<file path="config.mk">
export PLATFORM = sky130hd
export DESIGN_NAME = kpit_dir
export DESIGN_NICKNAME = d
export VERILOG_FILES = /design/src/kpit_pkg.sv /design/src/kpit_dir.sv
export SDC_FILE = /design/constraint.sdc
export NUM_CORES = 1
export LEC_CHECK = 0
export BUFFER_PORTS_ARGS = -buffer_cell sky130_fd_sc_hd__buf_4
export CELL_PAD_IN_SITES_DETAIL_PLACEMENT = 0
export CELL_PAD_IN_SITES_GLOBAL_PLACEMENT = 2
export CORE_MARGIN = 5
export CORE_UTILIZATION = 36
export CTS_BUF_LIST = sky130_fd_sc_hd__clkbuf_4 sky130_fd_sc_hd__clkbuf_8 sky130_fd_sc_hd__clkbuf_16
export DETAILED_ROUTE_END_ITERATION = 8
export PLACE_DENSITY = 0.8
export SLEW_MARGIN = 10
export SYNTH_ARGS = -nofsm -noshare
export SYNTH_HDL_FRONTEND = slang
export SYNTH_SLANG_ARGS = --single-unit
</file>
<file path="constraint.sdc">
create_clock -name clk -period 10.05 [get_ports clk]
set_input_delay 0.5025 -clock clk [delete_from_list [all_inputs] [get_ports clk]]
set_output_delay 0.5025 -clock clk [all_outputs]
set_load 0.03 [all_outputs]
</file>
<file path="src/kpit_pkg.sv">
// Shared types, codes and tables of the key and pad input translator.
package kpit_pkg;

  localparam int NUM_DIRS = 4;
  localparam int DIR_W = 2;
  localparam int NUM_SLOTS = NUM_DIRS + 1;
  localparam int SLOT_W = 3;
  localparam int NUM_BUTTONS = 12;
  localparam int MAX_SCANS = 6;
  localparam int TIME_W = 48;
  localparam int WIN_W = 24;
  localparam int KEY_W = 9;
  localparam int SCAN_W = 8;
  localparam int CFG_IDX_W = 3;

  localparam logic CMD_KEY = 1'b0;
  localparam logic CMD_PAD = 1'b1;

  localparam logic [CFG_IDX_W-1:0] CFG_CTRL_WIN   = 3'd0;
  localparam logic [CFG_IDX_W-1:0] CFG_DECIDE_WIN = 3'd1;
  localparam logic [CFG_IDX_W-1:0] CFG_LETTER_WIN = 3'd2;
  localparam logic [CFG_IDX_W-1:0] CFG_REP_DELAY  = 3'd3;
  localparam logic [CFG_IDX_W-1:0] CFG_REP_PERIOD = 3'd4;
  localparam logic [CFG_IDX_W-1:0] CFG_MENU_HOLD  = 3'd5;

  localparam logic [WIN_W-1:0] RST_CTRL_WIN   = 24'd1500000;
  localparam logic [WIN_W-1:0] RST_DECIDE_WIN = 24'd60000;
  localparam logic [WIN_W-1:0] RST_LETTER_WIN = 24'd250000;
  localparam logic [WIN_W-1:0] RST_REP_DELAY  = 24'd400000;
  localparam logic [WIN_W-1:0] RST_REP_PERIOD = 24'd60000;
  localparam logic [WIN_W-1:0] RST_MENU_HOLD  = 24'd3000000;

  localparam logic [KEY_W-1:0] KEY_TAB       = 9'd9;
  localparam logic [KEY_W-1:0] KEY_BACKSPACE = 9'd8;
  localparam logic [KEY_W-1:0] KEY_DELETE    = 9'd127;
  localparam logic [KEY_W-1:0] KEY_ALT       = 9'd132;
  localparam logic [KEY_W-1:0] KEY_CTRL      = 9'd133;
  localparam logic [KEY_W-1:0] KEY_SHIFT     = 9'd134;
  localparam logic [KEY_W-1:0] KEY_F1        = 9'd135;
  localparam logic [KEY_W-1:0] KEY_F12_END   = 9'd147;
  localparam logic [KEY_W-1:0] KEY_INSERT    = 9'd147;
  localparam logic [KEY_W-1:0] KEY_PAGE_A    = 9'd148;
  localparam logic [KEY_W-1:0] KEY_PAGE_B    = 9'd149;
  localparam logic [KEY_W-1:0] KEY_PAGE_C    = 9'd150;
  localparam logic [KEY_W-1:0] KEY_HOME      = 9'd151;
  localparam logic [KEY_W-1:0] KEY_END       = 9'd152;
  localparam logic [KEY_W-1:0] KEY_ASCII_MAX = 9'd255;
  localparam logic [KEY_W-1:0] OUT_PAGE_A    = 9'd262;
  localparam logic [KEY_W-1:0] OUT_PAGE_B    = 9'd22;
  localparam logic [KEY_W-1:0] OUT_PAGE_C    = 9'd25;
  localparam logic [KEY_W-1:0] OUT_CTRL_TAB  = 9'd263;
  localparam logic [KEY_W-1:0] CHR_UPPER_A   = 9'd65;
  localparam logic [KEY_W-1:0] CHR_UNDERSCORE = 9'd95;
  localparam logic [KEY_W-1:0] CHR_LOWER_A   = 9'd97;
  localparam logic [KEY_W-1:0] CHR_LOWER_Z   = 9'd122;
  localparam logic [KEY_W-1:0] CTRL_MASK     = 9'h01f;
  localparam logic [KEY_W-1:0] CASE_OFFSET   = 9'd32;

  localparam int BTN_X = 6;

  localparam logic [KEY_W-1:0] DIR_CODE [NUM_DIRS] = '{9'd259, 9'd258, 9'd260, 9'd261};
  localparam logic [KEY_W-1:0] DIR_CHAR [NUM_DIRS] = '{9'd119, 9'd115, 9'd97, 9'd100};
  localparam int DIR_BIT [NUM_DIRS] = '{3, 2, 1, 0};

  localparam logic [SCAN_W-1:0] SCAN_TABLE [NUM_BUTTONS] = '{
    8'h4F, 8'h50, 8'h51, 8'h52, 8'd27, 8'd29, 8'd22, 8'd4, 8'd40, 8'd42, 8'd20, 8'd8
  };

  typedef enum logic [1:0] {
    KIND_KEY    = 2'd0,
    KIND_QUIT   = 2'd1,
    KIND_REPORT = 2'd2
  } kind_t;

  typedef enum logic [1:0] {
    MODE_UNDECIDED = 2'd0,
    MODE_ARROW     = 2'd1,
    MODE_TYPING    = 2'd2
  } dir_mode_t;

  typedef struct packed {
    logic [WIN_W-1:0] ctrl_win;
    logic [WIN_W-1:0] decide_win;
    logic [WIN_W-1:0] letter_win;
    logic [WIN_W-1:0] rep_delay;
    logic [WIN_W-1:0] rep_period;
    logic [WIN_W-1:0] menu_hold;
  } cfg_t;

  typedef struct packed {
    logic poll;
    logic held;
    logic letter_hit;
  } dir_ctl_t;

  function automatic logic signed [TIME_W+1:0] tdiff(logic [TIME_W-1:0] a,
                                                     logic [TIME_W-1:0] b);
    return $signed({2'b00, a}) - $signed({2'b00, b});
  endfunction

  function automatic logic signed [TIME_W+1:0] win_ext(logic [WIN_W-1:0] w);
    return $signed({{(TIME_W+2-WIN_W){1'b0}}, w});
  endfunction

endpackage

</file>
<file path="src/kpit_dir.sv">
// One pad direction: hold timing, arrow or typing decision, and auto-repeat.
module kpit_dir (
  input  logic                        clk,
  input  logic                        rst,
  input  kpit_pkg::cfg_t              cfg,
  input  kpit_pkg::dir_ctl_t          ctl,
  input  logic [kpit_pkg::TIME_W-1:0] now,
  output logic                        emit
);
  import kpit_pkg::*;

  logic [TIME_W-1:0] press_time, press_time_next;
  logic [TIME_W-1:0] letter_time, letter_time_next;
  logic [TIME_W-1:0] next_repeat, next_repeat_next;
  dir_mode_t         mode, mode_next;

  logic [TIME_W-1:0] press_eff;
  dir_mode_t         mode_eff;
  logic              typing_old, typing_new;
  logic              decide_due, repeat_due;
  logic [TIME_W:0]   sum_delay, sum_period;
  logic [TIME_W-1:0] sat_delay, sat_period;

  function automatic logic typing(logic [TIME_W-1:0] p, logic [TIME_W-1:0] l,
                                  logic [WIN_W-1:0] lw);
    logic signed [TIME_W+1:0] since;
    since = tdiff(p, l);
    return (l != '0) && (since < win_ext(lw)) && ((since + win_ext(lw)) > 0);
  endfunction

  always_comb begin
    press_eff  = (press_time == '0) ? now : press_time;
    mode_eff   = (press_time == '0) ? MODE_UNDECIDED : mode;
    typing_old = typing(press_time, letter_time, cfg.letter_win);
    typing_new = typing(press_eff, letter_time, cfg.letter_win);
    decide_due = tdiff(now, press_eff) >= win_ext(cfg.decide_win);
    repeat_due = now >= next_repeat;
    sum_delay  = {1'b0, now} + {{(TIME_W+1-WIN_W){1'b0}}, cfg.rep_delay};
    sum_period = {1'b0, now} + {{(TIME_W+1-WIN_W){1'b0}}, cfg.rep_period};
    sat_delay  = sum_delay[TIME_W] ? '1 : sum_delay[TIME_W-1:0];
    sat_period = sum_period[TIME_W] ? '1 : sum_period[TIME_W-1:0];

    press_time_next  = press_time;
    letter_time_next = ctl.letter_hit ? now : letter_time;
    next_repeat_next = next_repeat;
    mode_next        = mode;
    emit             = 1'b0;

    if (ctl.poll) begin
      if (!ctl.held) begin
        emit            = (press_time != '0) && (mode == MODE_UNDECIDED) && !typing_old;
        press_time_next = '0;
      end else begin
        press_time_next = press_eff;
        mode_next       = mode_eff;
        if (mode_eff == MODE_UNDECIDED && decide_due) begin
          if (typing_new) begin
            mode_next = MODE_TYPING;
          end else begin
            mode_next        = MODE_ARROW;
            emit             = 1'b1;
            next_repeat_next = sat_delay;
          end
        end else if (mode_eff == MODE_ARROW && repeat_due) begin
          emit             = 1'b1;
          next_repeat_next = sat_period;
        end
      end
    end
  end

  always_ff @(posedge clk) begin
    if (rst) begin
      press_time  <= '0;
      letter_time <= '0;
      next_repeat <= '0;
      mode        <= MODE_UNDECIDED;
    end else begin
      press_time  <= press_time_next;
      letter_time <= letter_time_next;
      next_repeat <= next_repeat_next;
      mode        <= mode_next;
    end
  end

endmodule
</file>
==> flow_summary.json <==
{
  "run_status": "completed",
  "htreeDepth": 4,
  "worst_path_most_repeated_cell": "buf_4",
  "area_growth_pct": 10.8,
  "syn_avg_cell_area_um2": 7.10,
  "io-pin-count": 198,
  "drcViolationCount": 0,
  "cts_setup_buffers": 0,
  "final_cell_mix": "ha_1, nor2_1, a21oi_1, inv_1, nand2_1",
  "ys_types": 98,
  "synth-edff-count": 0,
  "grt_pass1_wl_um": 146000,
  "maxCapViolations": 0,
  "cp_data_arrival_time_ns": 9.17,
  "rows": 97,
  "yosysSeqAreaShare": 0.116,
  "detail_route.iter0.violations": 1682,
  "timing.final.crit_share": 0.962,
  "min_from": "now[0]",
  "antenna_found_initial": 0,
  "hold_viol": 0,
  "path_clk_slew_ns": 0.07,
  "setup_tns_ns": 0,
  "cts_buffers": 17,
  "die_x_um": 274,
  "clock_tree.root_cell": "clkbuf_16",
  "drtPass1Iterations": 6,
  "power.density_nw_per_um2": 406,
  "crit-reg2reg-launch": "press_time[42]",
  "core_area_um2": 69700,
  "yosysWarnings": 0,
  "min_to": "letter_time[0]",
  "final_max_slew_viol_count": 0,
  "final_core_util": 0.400,
  "antenna_left": 0,
  "wl_um": 94700,
  "final_nets": 4181,
  "cpPeakStageDelay_ns": 0.95,
  "cts.sinks": 146,
  "worstSkewPairLatency_ns": 0.45,
  "start_kind": "flip-flop",
  "syn_nets": 4111,
  "rsz0062_at_grt": "false",
  "cts_hold_buffers": 0,
  "grtUsageTotal": 0.243,
  "r2r_cells": 30,
  "dp_hpwl_um": 79300,
  "fmax_mhz": 103,
  "drive_gt1_frac": 0.0813,
  "final_common_cell": "ha_1",
  "leakagePower_nw": 12.3,
  "crit_path_end_kind": "output port",
  "hold_depth": 3,
  "place.gp.congestion": 0.919,
  "overflow": 0,
  "ys_ff_latch": 146,
  "initial_core_util": 0.361,
  "relSlewSlack": 0.292,
  "async_flop_share": 0,
  "rrSetupSlack_ns": 0.83,
  "cp.required_ns": 9.55,
  "finalCriticalPeriod_ns": 9.67,
  "io_buffer_count": 149,
  "crit_slowest_cell": "nor4_1",
  "cts_resized": 0,
  "critical_path_class": "flip-flop to output port",
  "synth_cells": 3545,
  "num_vias": 26300,
  "vias_per_cell": 5.76,
  "die_area_um2": 75300,
  "setup_viol": 0,
  "crit_fanout": 11,
  "reg2reg_to": "next_repeat[45]",
  "cts_buffer_depth": 2,
  "netlist_area_um2": 25200,
  "cts_tree": "done",
  "dieHeight_um": 274,
  "tightest_slew_ns": 1.05,
  "grt_max_degree": 63,
  "antenna-diode-count": 0,
  "ir_drop_mv": 0.190,
  "synth_ff_type": "dfxtp_1",
  "grt_pass1_vias": 25600,
  "skew_ns": 0.0159,
  "holdCritPathClass": "input port to flip-flop",
  "wire_per_inst_um": 20.7
}
power breakdown:
part	leakage (nW)	switching, mW	internal, mW	total [mW]
combinational	10.9	6.32	3.63	9.95
clock	0.277	0.311	0.335	0.646
sequential	1.19	0.0553	0.659	0.714
layer usage:
layer | vias up | wire, µm | global-route usage
li1 | 13300 | - | -
met1 | 12400 | 45600 | 0.336
met2 | 580 | 43500 | 0.409
met3 | 113 | 2950 | 0.0127
met4 | 0 | 2720 | 0.0730
met5 | - | 0 | 0
stage by stage:
stage / hold WS (ns) / cell area [µm²] / power (mW) / std cells / worst slack [ns]
floorplan: 0.432 / 25200 / 7.91 / 3545 / 2.60
global placement: 0.440 / 27300 / 10.6 / 4536 / 0.722
detailed placement: 0.446 / 27300 / 10.5 / 4536 / 0.731
CTS: 0.345 / 27900 / 11.2 / 4568 / 0.205
global route: 0.368 / 27900 / 12.4 / 4568 / 0.0569
finish: 0.372 / 27900 / 11.3 / 4568 / 0.380
area by class of cell:
class | count | area (µm²)
Inverter | 301 | 1130
Clock buffer | 18 | 439
Timing Repair Buffer | 197 | 1530
Fill cell | 7599 | 41800
Clock inverter | 14 | 140
Multi-Input combinational cell | 2952 | 20500
Tap cell | 940 | 1180
Sequential cell | 146 | 2920
state kept, by name, indices dropped and copies added (netlist names):
name / cells
press_time: 48
mode: 2
letter_time: 48
next_repeat: 48
synth_stat cells, drive strengths merged (86+ instances only):
master  number  area [µm²]
a21o       143        1070
o21ai      188         941
nand3       86         430
inv        300        1130
xnor2      122        1070
nand2      276        1040
dfxtp      146        2920
ha         362        4530
nand4       93         588
nor3        91         472
nor2       330        1240
clkbuf     109         409
a21oi      316        1580
worst max-delay path: cells and delay by family (launching register included):
kind            cells  cell delay [ns]
compound gates     12             2.88
buf+inv             5             0.99
fa+ha+maj           2             0.77
flops               1             0.36
simple gates        9             3.49
xor+xnor            1             0.21
how the worst max path moves through the flow:
stage,start,to,slack (ns)
2_1_floorplan,press_time[23],emit,2.60
3_3_place_gp,press_time[42],emit,0.72
3_5_place_dp,press_time[42],emit,0.73
4_1_cts,press_time[42],emit,0.20
5_1_grt,press_time[42],emit,0.06
6_report,press_time[42],emit,0.38
cell families (layout without fill, tap and decap cells):
logic type | Yosys count | after routing | synth area share
adder cells (fa/ha/maj) | 369 | 369 | 0.186
multiplexers | 75 | 75 | 0.0300
XOR/XNOR | 177 | 177 | 0.0616
AO/OA/AOI/OAI | 1159 | 1159 | 0.310
buffers and inverters | 447 | 530 | 0.0687
flip-flops | 146 | 146 | 0.116
AND/OR/NAND/NOR | 1172 | 1172 | 0.228
Power figures use the tool's default switching activity.
